<file path="src/rtl/itp_pkg.sv">
// Package for the infix to postfix converter: operator codes, ASCII constants,
// stack sizing and operator lookup functions. No dependencies.
package itp_pkg;

  localparam int STACK_DEPTH = 32;
  localparam int CNT_W       = $clog2(STACK_DEPTH + 1);
  localparam int ADDR_W      = $clog2(STACK_DEPTH);
  localparam int CODE_W      = 3;

  typedef enum logic [CODE_W-1:0] {
    OP_OPEN = 3'd0,
    OP_ADD  = 3'd1,
    OP_SUB  = 3'd2,
    OP_MUL  = 3'd3,
    OP_DIV  = 3'd4,
    OP_POW  = 3'd5
  } op_code_e;

  localparam logic [7:0] CH_TAB   = 8'h09;
  localparam logic [7:0] CH_SPACE = 8'h20;
  localparam logic [7:0] CH_OPEN  = 8'h28;
  localparam logic [7:0] CH_CLOSE = 8'h29;
  localparam logic [7:0] CH_MUL   = 8'h2A;
  localparam logic [7:0] CH_ADD   = 8'h2B;
  localparam logic [7:0] CH_SUB   = 8'h2D;
  localparam logic [7:0] CH_DIV   = 8'h2F;
  localparam logic [7:0] CH_POW   = 8'h5E;

  function automatic logic [7:0] code_char(input logic [CODE_W-1:0] code);
    case (code)
      OP_OPEN: code_char = CH_OPEN;
      OP_ADD:  code_char = CH_ADD;
      OP_SUB:  code_char = CH_SUB;
      OP_MUL:  code_char = CH_MUL;
      OP_DIV:  code_char = CH_DIV;
      OP_POW:  code_char = CH_POW;
      default: code_char = 8'h00;
    endcase
  endfunction

  function automatic logic [1:0] code_prec(input logic [CODE_W-1:0] code);
    case (code) inside
      OP_ADD, OP_SUB: code_prec = 2'd1;
      OP_MUL, OP_DIV: code_prec = 2'd2;
      OP_POW:         code_prec = 2'd3;
      default:        code_prec = 2'd0;
    endcase
  endfunction

  function automatic logic is_alnum(input logic [7:0] c);
    is_alnum = (c >= 8'h30 && c <= 8'h39) || (c >= 8'h41 && c <= 8'h5A) ||
               (c >= 8'h61 && c <= 8'h7A);
  endfunction

endpackage

</file>
<file path="src/rtl/itp_stack.sv">
// Operator stack memory: one write port, one read port, registered read data
// with write-to-read forwarding. Depends on itp_pkg.
module itp_stack import itp_pkg::*; (
  input  logic              clk_i,
  input  logic              we_i,
  input  logic [ADDR_W-1:0] waddr_i,
  input  logic [CODE_W-1:0] wdata_i,
  input  logic [ADDR_W-1:0] raddr_i,
  output logic [CODE_W-1:0] rdata_o
);

  logic [CODE_W-1:0] mem [STACK_DEPTH];
  logic [CODE_W-1:0] rdata_q;

  always_ff @(posedge clk_i) begin
    if (we_i) begin
      mem[waddr_i] <= wdata_i;
    end
  end

  // a push and a read of the same entry in one cycle return the pushed code
  always_ff @(posedge clk_i) begin
    if (we_i && (waddr_i == raddr_i)) begin
      rdata_q <= wdata_i;
    end else begin
      rdata_q <= mem[raddr_i];
    end
  end

  assign rdata_o = rdata_q;

endmodule

</file>
<file path="src/rtl/infix_to_postfix_converter_top.sv">
// Shunting-yard infix to postfix converter, top level.
// Depends on itp_pkg and itp_stack.
//
// Characters arrive one per request; tlast marks the end of an expression. A
// space, tab, ignored character, letter, digit or '(' is handled as it is
// accepted. A ')' or operator is accepted and then examines stack entries one
// at a time in ST_POP (each pop, plus the final compare or push). The character
// marked last then pops each entry left on the stack in ST_FLUSH, finds the
// stack empty and sends the end result, which carries bad_expr, in ST_END. The
// operator stack memory, read once per cycle with registered read data, sets
// this pace. Results also wait on m_axis_tready.
module infix_to_postfix_converter_top import itp_pkg::*; (
  input  logic       clk_i,
  input  logic       rst_ni,
  input  logic       s_axis_tvalid,
  output logic       s_axis_tready,
  input  logic [7:0] s_axis_tdata,   // [7:0] char_in
  input  logic       s_axis_tlast,   // is_last
  output logic       m_axis_tvalid,
  input  logic       m_axis_tready,
  output logic [7:0] m_axis_tdata,   // [7:0] symbol_out
  output logic [1:0] m_axis_tuser,   // [0] has_symbol, [1] bad_expr
  output logic       m_axis_tlast    // end_of_expr
);

  typedef enum logic [1:0] {
    ST_IDLE,
    ST_POP,
    ST_FLUSH,
    ST_END
  } state_e;

  state_e            state_q, state_d;
  logic [CNT_W-1:0]  cnt_q, cnt_d;
  logic              err_q, err_d;
  logic              last_q, last_d;
  logic              close_q, close_d;
  logic [CODE_W-1:0] code_q, code_d;
  logic              pend_valid_q, pend_valid_d;
  logic [7:0]        pend_sym_q, pend_sym_d;
  logic              m_valid_q, m_valid_d;
  logic [7:0]        m_data_q, m_data_d;
  logic [1:0]        m_user_q, m_user_d;
  logic              m_last_q, m_last_d;

  logic              can_emit;
  logic              prod;
  logic [7:0]        prod_sym;
  logic              prod_last;
  logic              push;
  logic [CODE_W-1:0] push_code;
  logic              we;
  logic [CODE_W-1:0] wdata;
  logic [CNT_W-1:0]  rd_ptr;
  logic [CODE_W-1:0] top;
  logic              full;
  logic [7:0]        c_in;

  assign can_emit      = !m_valid_q || m_axis_tready;
  assign s_axis_tready = (state_q == ST_IDLE) && can_emit;
  assign full          = (cnt_q == CNT_W'(STACK_DEPTH));
  assign c_in          = s_axis_tdata;
  assign rd_ptr        = cnt_d - CNT_W'(1);

  itp_stack u_stack (
    .clk_i   (clk_i),
    .we_i    (we),
    .waddr_i (cnt_q[ADDR_W-1:0]),
    .wdata_i (wdata),
    .raddr_i (rd_ptr[ADDR_W-1:0]),
    .rdata_o (top)
  );

  always_comb begin
    state_d      = state_q;
    cnt_d        = cnt_q;
    err_d        = err_q;
    last_d       = last_q;
    close_d      = close_q;
    code_d       = code_q;
    pend_valid_d = pend_valid_q;
    pend_sym_d   = pend_sym_q;
    m_valid_d    = m_valid_q && !m_axis_tready;
    m_data_d     = m_data_q;
    m_user_d     = m_user_q;
    m_last_d     = m_last_q;
    prod         = 1'b0;
    prod_sym     = 8'h00;
    prod_last    = last_q;
    push         = 1'b0;
    push_code    = OP_OPEN;
    we           = 1'b0;
    wdata        = OP_OPEN;

    unique case (state_q)
      ST_IDLE: begin
        prod_last = s_axis_tlast;
        if (s_axis_tvalid && s_axis_tready) begin
          last_d  = s_axis_tlast;
          state_d = s_axis_tlast ? ST_FLUSH : ST_IDLE;
          if (is_alnum(c_in)) begin
            prod     = 1'b1;
            prod_sym = c_in;
          end else begin
            case (c_in) inside
              CH_OPEN: begin
                push      = 1'b1;
                push_code = OP_OPEN;
              end
              CH_CLOSE: begin
                close_d = 1'b1;
                state_d = ST_POP;
              end
              CH_ADD, CH_SUB, CH_MUL, CH_DIV, CH_POW: begin
                close_d = 1'b0;
                state_d = ST_POP;
                case (c_in)
                  CH_ADD:  code_d = OP_ADD;
                  CH_SUB:  code_d = OP_SUB;
                  CH_MUL:  code_d = OP_MUL;
                  CH_DIV:  code_d = OP_DIV;
                  default: code_d = OP_POW;
                endcase
              end
              default: ;
            endcase
          end
        end
      end

      ST_POP: begin
        if (cnt_q == '0) begin
          if (close_q) begin
            err_d = 1'b1;            // close bracket without an open one
          end else begin
            push      = 1'b1;
            push_code = code_q;
          end
          state_d = last_q ? ST_FLUSH : ST_IDLE;
        end else if (close_q) begin
          if (top == OP_OPEN) begin
            cnt_d   = cnt_q - CNT_W'(1);
            state_d = last_q ? ST_FLUSH : ST_IDLE;
          end else if (can_emit) begin
            prod     = 1'b1;
            prod_sym = code_char(top);
            cnt_d    = cnt_q - CNT_W'(1);
          end
        end else if (code_prec(top) >= code_prec(code_q)) begin
          if (can_emit) begin
            prod     = 1'b1;
            prod_sym = code_char(top);
            cnt_d    = cnt_q - CNT_W'(1);
          end
        end else begin
          push      = 1'b1;
          push_code = code_q;
          state_d   = last_q ? ST_FLUSH : ST_IDLE;
        end
      end

      ST_FLUSH: begin
        if (cnt_q == '0) begin
          state_d = ST_END;
        end else if (top == OP_OPEN) begin
          err_d = 1'b1;              // open bracket never closed
          cnt_d = cnt_q - CNT_W'(1);
        end else if (can_emit) begin
          prod     = 1'b1;
          prod_sym = code_char(top);
          cnt_d    = cnt_q - CNT_W'(1);
        end
      end

      ST_END: begin
        if (can_emit) begin
          m_valid_d    = 1'b1;
          m_data_d     = pend_valid_q ? pend_sym_q : 8'h00;
          m_user_d     = {err_q, pend_valid_q};
          m_last_d     = 1'b1;
          err_d        = 1'b0;
          cnt_d        = '0;
          pend_valid_d = 1'b0;
          state_d      = ST_IDLE;
        end
      end

      default: state_d = ST_IDLE;
    endcase

    if (push) begin
      if (full) begin
        err_d = 1'b1;
      end else begin
        we    = 1'b1;
        wdata = push_code;
        cnt_d = cnt_q + CNT_W'(1);
      end
    end

    // within the final character, one symbol is held back so the end flags
    // can go on the last one
    if (prod) begin
      if (prod_last) begin
        if (pend_valid_q) begin
          m_valid_d = 1'b1;
          m_data_d  = pend_sym_q;
          m_user_d  = 2'b01;
          m_last_d  = 1'b0;
        end
        pend_valid_d = 1'b1;
        pend_sym_d   = prod_sym;
      end else begin
        m_valid_d = 1'b1;
        m_data_d  = prod_sym;
        m_user_d  = 2'b01;
        m_last_d  = 1'b0;
      end
    end
  end

  always_ff @(posedge clk_i or negedge rst_ni) begin
    if (!rst_ni) begin
      state_q      <= ST_IDLE;
      cnt_q        <= '0;
      err_q        <= 1'b0;
      last_q       <= 1'b0;
      close_q      <= 1'b0;
      code_q       <= OP_OPEN;
      pend_valid_q <= 1'b0;
      pend_sym_q   <= 8'h00;
      m_valid_q    <= 1'b0;
      m_data_q     <= 8'h00;
      m_user_q     <= 2'b00;
      m_last_q     <= 1'b0;
    end else begin
      state_q      <= state_d;
      cnt_q        <= cnt_d;
      err_q        <= err_d;
      last_q       <= last_d;
      close_q      <= close_d;
      code_q       <= code_d;
      pend_valid_q <= pend_valid_d;
      pend_sym_q   <= pend_sym_d;
      m_valid_q    <= m_valid_d;
      m_data_q     <= m_data_d;
      m_user_q     <= m_user_d;
      m_last_q     <= m_last_d;
    end
  end

  assign m_axis_tvalid = m_valid_q;
  assign m_axis_tdata  = m_data_q;
  assign m_axis_tuser  = m_user_q;
  assign m_axis_tlast  = m_last_q;

endmodule

</file>
<file path="config.mk">
export PLATFORM = sky130hd
export DESIGN_NAME = infix_to_postfix_converter_top
export DESIGN_NICKNAME = d
export VERILOG_FILES = /design/src/rtl/itp_pkg.sv /design/src/rtl/itp_stack.sv /design/src/rtl/infix_to_postfix_converter_top.sv
export SDC_FILE = /design/constraint.sdc
export NUM_CORES = 1
export LEC_CHECK = 0
export ABC_AREA = 1
export BUFFER_PORTS_ARGS = -buffer_cell sky130_fd_sc_hd__buf_2
export CORE_MARGIN = 2
export CORE_UTILIZATION = 55
export DETAILED_ROUTE_END_ITERATION = 16
export PLACE_DENSITY = 0.84
export SLEW_MARGIN = 20
export SYNTH_ARGS = -nofsm -noshare
export SYNTH_HDL_FRONTEND = slang
export SYNTH_SLANG_ARGS = --single-unit
</file>
<file path="constraint.sdc">
create_clock -name clk_i -period 3.7 [get_ports clk_i]
set_clock_uncertainty 0.2 [all_clocks]
set_input_delay 0.555 -clock clk_i [delete_from_list [all_inputs] [get_ports clk_i]]
set_output_delay 0.555 -clock clk_i [all_outputs]
set_load 0.02 [all_outputs]
</file>
==> reports/results.txt, run 1 <==
Violated checks: negative setup slack
Synth Register Bits: 136
Fin util: 0.697
Headroom to the max-slew limit: 0.429
Pin count of the biggest net entering global routing: 36
Nature of the critical path endpoint: register
Drt pass-1 iters: 8
CP Launch Type: register
Fillers: 877
Share of the yosys chip area belonging to registers: 0.552
Synth top area share: 0.412
Critical path class: register to register
Final hold vios: 0
# setup viols final: 14
Yosys top cell by area: edfxtp_1
Max clock buf depth: 2
Cell Count, Final, Fillers Out: 1063
Hold_ws: 0.0368 ns
Vias: 6363
Syn Nets: 839
Status: finished, violations left
CTS root buffer: clkbuf_16
Global-route wire length before repair: 27900 microns
Initial antenna violation count: 0
Clk Latency, worst-skew pair: 0.42 ns
Post-route antenna net violation count: 0
Final global-route overflow total: 0
Compound-Gate Fraction of Synth Area: 0.0778
Post-Synth XOR/XNOR Area: 0.00752
HP Class: input pin to async pin
Final worst slack: -0.0383 ns
Unrepaired setup endpoints after global routing: true
Max cap viols: 0
CTS H-tree depth: 4
IO buf count: 25
Worst path required time: 3.62 ns
Main synth FF type: edfxtp_1
Post-Synth Simple-Gate Area: 0.283
Mean Syn Cell Area: 8.55 sq um
Post-DP HPWL: 11400 microns
Period utilisation layout: 1.01
Max Clk Rate: 267 MHz
Vias in the first global route: 5732
Ratio of cells with drive above 1 in the final layout: 0.230
Syn Inst Count: 818
Final net count: 900
Most frequent cells in the layout: nand2_1, nand3_1, edfxtp_1
Core Rows: 41
Min cycle time layout: 3.74 ns
Total CTS buffers: 17
Synth Area in Adders: 0.0143
Area Overhead vs Synth: 24.7%
Vias per inst: 5.99
Yosys cell types: 42
Placeable Area: 12500 sq um
Post-synth EDFFs: 96
Routability Congestion: 0.942
Most common cell after layout, fill and taps aside: nand2_1
Worst-path fanout max: 9
Largest family of logic cells by synthesized area: simple AND/OR/NAND/NOR gates
Post-synthesis mux area share: 0
Diode count: 0
Synth Warn #: 0
I/O Pins: 26
Worst endpoint data arrival time: 3.66 ns
Clock transition at path regs: 0.06 ns
Asr flop ratio synth: 0.257
Slew @ Worst Pin: 0.856 ns
DR iter-0 viols: 877
Synth Cell Area: 6990 sq um
Clk sinks: 136
Dpl cells: 1022
Hold_buf cts: 0
Die area: 13600 sq um
Die height: 117 microns
Synth top area cells: edfxtp_1, nand2_1, dfrtp_1
CTS tree: built
Routed WL per cell: 18.2 microns
Final WL: 19300 microns
Total Routing Usage GR: 0.268
Initial Util: 0.559
Fin. max-slew vios: 0
Die width: 117 microns
DRC: 0
==> cell families (layout without fill, tap and decap cells) <==
family          Yosys count  after routing
compound gates           93             93
xor+xnor                  6              6
fa+ha+maj                 8              8
buf+inv                 105            178
flops                   136            136
simple gates            470            470
==> state kept, by name (all words and copies together) (netlist names), 2 cells and up, named ones only <==
name and flops:
cnt_q 6, u_stack.mem 96, m_axis_tdata 8, m_axis_tuser 2
pend_sym_q 8, state_q 2, code_q 3
==> repair_timing <==
| item | in CTS | in global routing |
|---|---|---|
| setup buffers | 3 | 5 |
| pin swaps | 3 | 26 |
| resized for setup | 15 | 124 |
| gates cloned | 1 | 1 |
| setup endpoints to repair | 108 | 156 |
==> layer usage <==
layer,share of wire,up-vias,wire [microns],global-route usage
met3,0.083,72,1610,0.0586
met1,0.38,2991,7430,0.349
li1,-,2880,-,-
met5,0,-,0,0
met2,0.50,420,9670,0.438
met4,0.032,0,624,0.109
==> synthesized netlist by cell type (2+ instances only) <==
master / number
nand3_1: 118
xor2_1: 5
o211ai_1: 4
a221oi_1: 2
dfrtp_1: 35
buf_2: 10
ha_1: 8
o22ai_1: 3
o21ai_0: 30
edfxtp_1: 96
buf_4: 6
nor2_2: 2
nand2_2: 5
inv_2: 8
inv_1: 68
a21oi_1: 27
a31oi_1: 3
nand2_1: 250
nor3_1: 8
dfxtp_1: 5
nand4_1: 9
o2111ai_1: 2
o21a_1: 2
buf_6: 4
a22oi_1: 2
o31ai_1: 3
o21ai_1: 8
clkbuf_1: 7
nor2_1: 75
==> area by class of cell <==
| class | count | area (sq um) | area share |
|---|---|---|---|
| tap | 172 | 215 | 0.0247 |
| clock inverter | 14 | 183 | 0.0210 |
| clock buffer | 17 | 425 | 0.0488 |
| sequential | 136 | 3860 | 0.443 |
| inverter | 77 | 308 | 0.0353 |
| multi-input combinational | 577 | 3100 | 0.356 |
| timing repair buffer | 70 | 621 | 0.0712 |
==> worst paths after layout <==
check / startpoint / to / slack, ns / depth (start not counted)
min in group clk_i: s_axis_tlast / last_q / 0.16 / 3
max reg2reg: register / u_stack.mem[17][0] / -0.04 / 24
max: register / u_stack.mem[17][0] / -0.04 / 24
min reg2reg: pend_sym_q[3] / pend_sym_q[3] / 0.30 / 2
min: rst_ni / m_axis_tdata[7] / 0.04 / 1
max in group asynchronous: rst_ni / cnt_q[1] / 2.72 / 1
==> metrics by stage <==
stage / setup TNS [ns] / setup slack (ns) / area, sq um
finish: -0.171 / -0.0383 / 8720
global route: -23.89 / -0.233 / 8720
CTS: -0.117 / -0.0200 / 8200
detailed placement: -4.07 / -0.130 / 7500
global placement: -0.0519 / -0.0173 / 7500
floorplan: -29.50 / -0.309 / 6990
==> critical path, cell delays in order, from the launching register on <==
cell,delay [ns]
dfxtp_4,0.42
inv_8,0.07
buf_12,0.14
nand2_1,0.06
nand3_1,0.13
nand3_2,0.14
nand2_1,0.06
nand2_1,0.07
nand3_2,0.09
nand2_2,0.11
inv_2,0.06
buf_4,0.13
nand3_1,0.07
nand2_1,0.06
ha_1,0.29
o21ai_1,0.09
nand2_1,0.11
nand2_1,0.10
nand3_2,0.09
o21ai_2,0.10
inv_2,0.08
nor2_4,0.20
buf_4,0.17
nand2_4,0.17
nor2_2,0.21
Power of run 1 is left out: the tool's default activity adds up to more than one toggle a clock period on the data nets, which glitch-free logic cannot reach.
==> run 2: changes to the inputs <==
Settings changed: CAP_MARGIN set to 20, MAX_ROUTING_LAYER set to met4.
==> run 2 against run 1 <==
Register-to-register slack better by 0.02 ns; the run still ends with negative setup slack left; sequential share of layout area stayed put; critical endpoint unchanged; routed wire length is 0.20% lower; die area stayed put; utilization stayed put; final area stayed put; non-clock buffer count stayed put; global-route usage is 0.84 points higher; maximum frequency is 0.63% higher.
==> reports/results.txt, run 2 (same netlist as run 1, synthesis figures left out) <==
HP Class: input pin to async pin (unchanged)
Largest reg by FF count: u_stack.mem (unchanged)
Final net count: 900 (unchanged)
Routed WL per cell: 18.2 microns (about the same)
Die area: 13600 sq um (unchanged)
Period utilisation layout: 1.00 (was 1.01)
Pin count of the biggest net entering global routing: 36 (unchanged)
Placeable Area: 12500 sq um (unchanged)
Die width: 117 microns (unchanged)
DRC: 0 (unchanged)
Total CTS buffers: 17 (unchanged)
DR iter-0 viols: 879 (was 877)
Nature of the critical path endpoint: register (unchanged)
Global-route wire length before repair: 27900 microns (about the same)
Total Routing Usage GR: 0.276 (was 0.268)
Ratio of cells with drive above 1 in the final layout: 0.230 (unchanged)
CTS tree: built (unchanged)
Most frequent cells in the layout: nand2_1, nand3_1, edfxtp_1 (unchanged)
Routability Congestion: 0.958 (was 0.942)
Post-DP HPWL: 11400 microns (unchanged)
Clk sinks: 136 (unchanged)
Min cycle time layout: 3.71 ns (was 3.74 ns)
Final worst slack: -0.0148 ns (was -0.0383 ns)
Worst endpoint data arrival time: 3.64 ns (was 3.66 ns)
IO buf count: 25 (unchanged)
Headroom to the max-slew limit: 0.424 (was 0.429)
Diode count: 0 (unchanged)
Max FFs per register: 96 (unchanged)
Core Rows: 41 (unchanged)
Max cap viols: 0 (unchanged)
Max Clk Rate: 269 MHz (was 267 MHz)
Fillers: 877 (unchanged)
CTS root buffer: clkbuf_16 (unchanged)
Unrepaired setup endpoints after global routing: true (unchanged)
Initial antenna violation count: 0 (unchanged)
CTS H-tree depth: 4 (unchanged)
Worst path max stage delay: 0.42 ns (about the same)
Fin. max-slew vios: 0 (unchanged)
CP Launch Type: register (unchanged)
Clock transition at path regs: 0.06 ns (about the same)
Critical path's slowest cell: dfxtp_4 (unchanged)
Final WL: 19300 microns (about the same)
Worst path required time: 3.62 ns (about the same)
Drt pass-1 iters: 7 (was 8)
Slew @ Worst Pin: 0.864 ns (was 0.856 ns)
Critical path class: register to register (unchanged)
Die height: 117 microns (unchanged)
Hold_buf cts: 0 (unchanged)
Worst-path fanout max: 9 (unchanged)
Vias per inst: 5.99 (about the same)
Final hold vios: 0 (unchanged)
Post-route antenna net violation count: 0 (unchanged)
Top cell by count, worst path: nand2_1 (unchanged)
Area Overhead vs Synth: 24.7% (unchanged)
Initial Util: 0.559 (unchanged)
Status: finished, violations left (unchanged)
Dpl cells: 1022 (unchanged)
Violated checks: negative setup slack (unchanged)
Most common cell after layout, fill and taps aside: nand2_1 (unchanged)
Vias: 6364 (was 6363)
# setup viols final: 3 (was 14)
Clk Latency, worst-skew pair: 0.42 ns (about the same)
Worst-path cell chain: inv_8 -> buf_12 -> nand2_1 -> nand3_1 -> nand3_2 -> nand2_1 -> nand2_1 -> nand3_2 -> nand2_2 -> inv_2 -> buf_4 -> nand3_1 -> nand2_1 -> ha_1 -> o21ai_1 -> nand2_1 -> nand2_1 -> nand3_2 -> o21ai_2 -> inv_2 -> nor2_4 -> buf_4 -> nand2_4 -> nor2_2 (unchanged)
Max clock buf depth: 2 (unchanged)
Cell Count, Final, Fillers Out: 1063 (unchanged)
Final global-route overflow total: 0 (unchanged)
Vias in the first global route: 5729 (was 5732)
I/O Pins: 26 (unchanged)
-- run 2: cell counts in the layout (fill, tap and decap cells not counted) --
No cell type changed its count.
-- run 2: through the flow --
step / setup WS [ns] / util / setup TNS [ns] / hold slack (ns) / area, sq um
after floorplan: -0.309 / - / -29.50 / 0.0594 / 6990
after global placement: -0.0173 / 0.599 / -0.0519 / 0.281 / 7500
after detailed placement: -0.130 / 0.599 / -4.07 / 0.281 / 7500
after CTS: -0.0200 / 0.655 / -0.117 / 0.0498 / 8200
after global routing: -0.234 / 0.697 / -23.99 / 0.0945 / 8720
final: -0.0148 / 0.697 / -0.0436 / 0.0426 / 8720
-- run 2: critical path: cells and delay by family (launching register included) --
| family | cells | cell delay [ns] |
|---|---|---|
| compound gates | 2 | 0.18 |
| flops | 1 | 0.42 |
| fa+ha+maj | 1 | 0.29 |
| simple gates | 15 | 1.67 |
| buf+inv | 6 | 0.64 |
-- run 2: area by class of cell --
type / count / area [sq um] / area share
clock buffers: 17 / 425 / 0.0488
repair buffers: 70 / 621 / 0.0712
inverters: 77 / 308 / 0.0353
flip-flops and latches: 136 / 3860 / 0.443
multi-input cells: 577 / 3100 / 0.356
clock inverters: 14 / 183 / 0.0210
well taps: 172 / 215 / 0.0247
-- run 2: timing repair --
item,CTS,global route
buffers inserted,3,5
pin swaps,3,26
gates cloned,1,1
gates resized for setup,15,124
endpoints found under the setup margin,108,156
-- run 2: worst paths after layout --
check	cells after the start	slack, ns	startpoint	end
worst max-delay path	24	-0.01	register	u_stack.mem[17][0]
worst min-delay path	1	0.04	rst_ni	m_axis_tdata[7]
worst max register to register	24	-0.01	register	u_stack.mem[17][0]
worst min register to register	2	0.30	pend_sym_q[3]	pend_sym_q[3]
max in group asynchronous	1	2.71	rst_ni	cnt_q[1]
min in group clk_i	3	0.16	s_axis_tlast	last_q
-- run 2: per-layer routing --
layer / vias to the layer above / track usage / routed length (microns)
li1: 2892 / - / -
met1: 2984 / 0.350 / 7310
met2: 410 / 0.438 / 9660
met3: 78 / 0.0581 / 1660
met4: 0 / 0.109 / 660
met5: - / - / 0
Power of run 2 is left out for the same reason.
==> run 3: changes to the inputs <==
Settings changed: SYNTH_HIERARCHICAL set to 1.
==> run 3 against run 2 <==
Critical path depth unchanged; worst setup slack better by 0.12 ns; area after synthesis increased by 4.3%; die area grew 4.2%; the flow now finishes without violations; largest cell class unchanged; maximum frequency up 3.3%; critical endpoint is now u_stack/mem[20][2]; non-clock buffer count is 12 lower; synthesized cell count grew 6.4%.
==> reports/results.txt, run 3 <==
Grt met3 use: 0.0532 (was 0.0581)
Critical path's slowest cell: dfxtp_4 (unchanged)
Post-route antenna net violation count: 0 (unchanged)
Period utilisation layout: 0.972 (was 1.00)
Clock network power share: 0.222
Worst-path fanout max: 13 (was 9)
Share of the yosys chip area belonging to registers: 0.529 (was 0.552)
CTS root buffer: clkbuf_16 (unchanged)
Most frequent cells in the layout: nand2_1, nand3_1, edfxtp_1 (unchanged)
Min cycle time layout: 3.60 ns (was 3.71 ns)
Pin count of the biggest net entering global routing: 36 (unchanged)
Worst endpoint data arrival time: 3.48 ns (was 3.64 ns)
Initial antenna violation count: 0 (unchanged)
Mean Syn Cell Area: 8.38 sq um (was 8.55 sq um)
R2R Path End: u_stack/mem[20][2] (was u_stack.mem[17][0])
Most common cell after layout, fill and taps aside: nand2_1 (unchanged)
Register Area: 3860 sq um (unchanged)
Post-synth EDFFs: 96 (unchanged)
Routed WL per cell: 16.4 microns (was 18.2 microns)
Syn Inst Count: 870 (was 818)
Post-route cell area: 8480 sq um (was 8720 sq um)
Clock transition at path regs: 0.05 ns (was 0.06 ns)
IO buf count: 25 (unchanged)
Critical path class: register to register (unchanged)
Count leader, synth: nand2_1 (unchanged)
Die height: 119 microns (was 117 microns)
Clk sinks: 136 (unchanged)
Synth top area cells: edfxtp_1, nand2_1, dfrtp_1 (unchanged)
Worst path max stage delay: 0.37 ns (was 0.42 ns)
Largest family of logic cells by synthesized area: simple AND/OR/NAND/NOR gates (unchanged)
Max cap viols: 0 (unchanged)
Max FFs per register: 96 (unchanged)
Synth Warn #: 6 (was 0)
Unrepaired setup endpoints after global routing: true (unchanged)
Hold_buf cts: 0 (unchanged)
Post-Synth Simple-Gate Area: 0.334 (was 0.283)
Yosys top cell by area: edfxtp_1 (unchanged)
Worst-path cell chain: inv_6 -> clkbuf_16 -> nand2_1 -> nand3_1 -> nand3_1 -> nand2_1 -> nand2_1 -> nand2_1 -> nand2_1 -> nand2_2 -> nand2_1 -> inv_1 -> a21oi_1 -> ha_1 -> nand2_1 -> nand3_2 -> nand2_1 -> nand3_2 -> nand2_2 -> nand2_4 -> inv_8 -> nand3_1 -> buf_4 -> nor2_1 (was inv_8 -> buf_12 -> nand2_1 -> nand3_1 -> nand3_2 -> nand2_1 -> nand2_1 -> nand3_2 -> nand2_2 -> inv_2 -> buf_4 -> nand3_1 -> nand2_1 -> ha_1 -> o21ai_1 -> nand2_1 -> nand2_1 -> nand3_2 -> o21ai_2 -> inv_2 -> nor2_4 -> buf_4 -> nand2_4 -> nor2_2)
Placeable Area: 13100 sq um (was 12500 sq um)
Yosys cell types: 46 (was 42)
Top cell by count, worst path: nand2_1 (unchanged)
Vias per inst: 5.74 (was 5.99)
Syn Nets: 889 (was 839)
Internal: 0.00441 W
HP Class: input pin to async pin (unchanged)
Top cells by count, synth: nand2_1, nand3_1, edfxtp_1, nor2_1, inv_1 (unchanged)
Switch share: 0.441
Headroom to the max-slew limit: 0.451 (was 0.424)
Compound-Gate Fraction of Synth Area: 0.0539 (was 0.0778)
Net switching power: 0.00348 W
Worst path required time: 3.58 ns (was 3.62 ns)
Main synth FF type: edfxtp_1 (unchanged)
Combinational Power Share: 0.513
Pwr/cell area: 931 nW/um^2
Status: finished clean (was finished, violations left)
VDD IR-drop max: 542 uV
Initial Util: 0.557 (was 0.559)
Ratio of cells with drive above 1 in the final layout: 0.178 (was 0.230)
Diode count: 0 (unchanged)
Max Clk Rate: 278 MHz (was 269 MHz)
Largest reg by FF count: u_stack/mem (was u_stack.mem)
Post-DP HPWL: 11800 microns (was 11400 microns)
Met2 usage: 0.439 (was 0.438)
Vias: 6349 (was 6364)
CTS tree: built (unchanged)
Asr flop ratio synth: 0.257 (unchanged)
Area of the multi-input gates: 3010 sq um (was 3100 sq um)
Part of the power in registers: 0.265
Synth Cell Area: 7290 sq um (was 6990 sq um)
Fin. max-slew vios: 0 (unchanged)
Total CTS buffers: 17 (unchanged)
Total power draw: 0.00790 W
# setup viols final: 0 (was 3)
Core Rows: 42 (was 41)
Final global-route overflow total: 0 (unchanged)
I/O Pins: 26 (unchanged)
Leakage: 3.82 nW
Area Overhead vs Synth: 16.3% (was 24.7%)
CP Launch Type: register (unchanged)
Final hold vios: 0 (unchanged)
Reg2reg setup slack: 0.10 ns (was -0.01 ns)
Total Routing Usage GR: 0.266 (was 0.276)
Synth Area in Adders: 0.0103 (was 0.0143)
Global-route wire length before repair: 28600 microns (was 27900 microns)
Slew @ Worst Pin: 0.823 ns (was 0.864 ns)
Die width: 119 microns (was 117 microns)
Vias in the first global route: 6069 (was 5729)
Post-synthesis mux area share: 0 (unchanged)
Post-Synth XOR/XNOR Area: 0.00480 (was 0.00752)
Drt pass-1 iters: 5 (was 7)
R2R depth: 24 (unchanged)
Nature of the critical path endpoint: register (unchanged)
Synth Register Bits: 136 (unchanged)
Routability Congestion: 0.964 (was 0.958)
Synth top area share: 0.395 (was 0.412)
DR iter-0 viols: 697 (was 879)
Clk Latency, worst-skew pair: 0.43 ns (was 0.42 ns)
Fillers: 1040 (was 877)
Grt met1 use: 0.314 (was 0.350)
Placement Cell Area: 7690 sq um (was 7500 sq um)
DRC: 0 (unchanged)
GR peak layer: met2 (unchanged)
Final net count: 937 (was 900)
Max clock buf depth: 2 (unchanged)
CTS H-tree depth: 4 (unchanged)
Final WL: 18200 microns (was 19300 microns)
Die area: 14200 sq um (was 13600 sq um)
## run 3: critical path: cells and delay by family (launching register included)
family | cells | cell delay [ns]
compound gates | 1 | 0.04
simple gates | 17 | 1.64
fa+ha+maj | 1 | 0.33
buf+inv | 5 | 0.66
flops | 1 | 0.37
## run 3: kinds of logic after synthesis
| logic type | after synthesis |
|---|---|
| XOR/XNOR | 4 |
| adder cells (fa/ha/maj) | 6 |
| AO/OA/AOI/OAI | 64 |
| AND/OR/NAND/NOR | 552 |
| flip-flops | 136 |
| buffers and inverters | 108 |
## run 3: worst max-delay path by stage
stage / to / from / cells past startpoint
6_report: u_stack/mem[20][2] / register / 24
5_1_grt: register / register / 30
4_1_cts: u_stack/mem[20][2] / register / 23
3_5_place_dp: u_stack/mem[22][1] / register / 23
3_3_place_gp: u_stack/mem[26][1] / register / 23
2_1_floorplan: u_stack/mem[0][0] / register / 18
## run 3: layout make-up
class | instances | share of cell area
inverters | 79 | 0.0367
clock inverters | 10 | 0.0176
multi-input cells | 626 | 0.355
well taps | 176 | 0.0260
flip-flops and latches | 136 | 0.456
clock buffers | 22 | 0.0547
repair buffers | 58 | 0.0547
## run 3: routing by layer
metal / vias to the layer above / part of all wire
li1: 2984 / -
met1: 2994 / 0.40
met2: 311 / 0.51
met3: 60 / 0.064
met4: 0 / 0.033
met5: - / 0
## run 3: power groups by stage
stage          sequential, W  clock, W  combinational, W
4_1_cts              0.00207   0.00177           0.00371
2_1_floorplan        0.00205         0           0.00281
6_report             0.00209   0.00175           0.00405
3_5_place_dp         0.00210         0           0.00368
5_1_grt              0.00211   0.00184           0.00447
3_3_place_gp         0.00209         0           0.00362
## run 3: what timing repair did
action                     in CTS  in global routing
gates resized for setup        10                 26
setup buffers                   0                  3
gates cloned                    0                  2
pin swaps                       0                  2
setup endpoints to repair      30                119
## run 3: stage by stage
step                hold slack, ns  instances  TNS [ns]  utilization  worst slack (ns)
floorplan                   0.0594        870    -30.55            -            -0.318
global placement             0.274       1070         0        0.588            0.0822
detailed placement           0.284       1070         0        0.588           0.00610
CTS                         0.0432       1102   -0.0488        0.637          -0.00730
global route                0.0999       1107     -2.53        0.648           -0.0884
finish                      0.0305       1107         0        0.648             0.105
No activity file was read; power rests on OpenSTA's default activity.
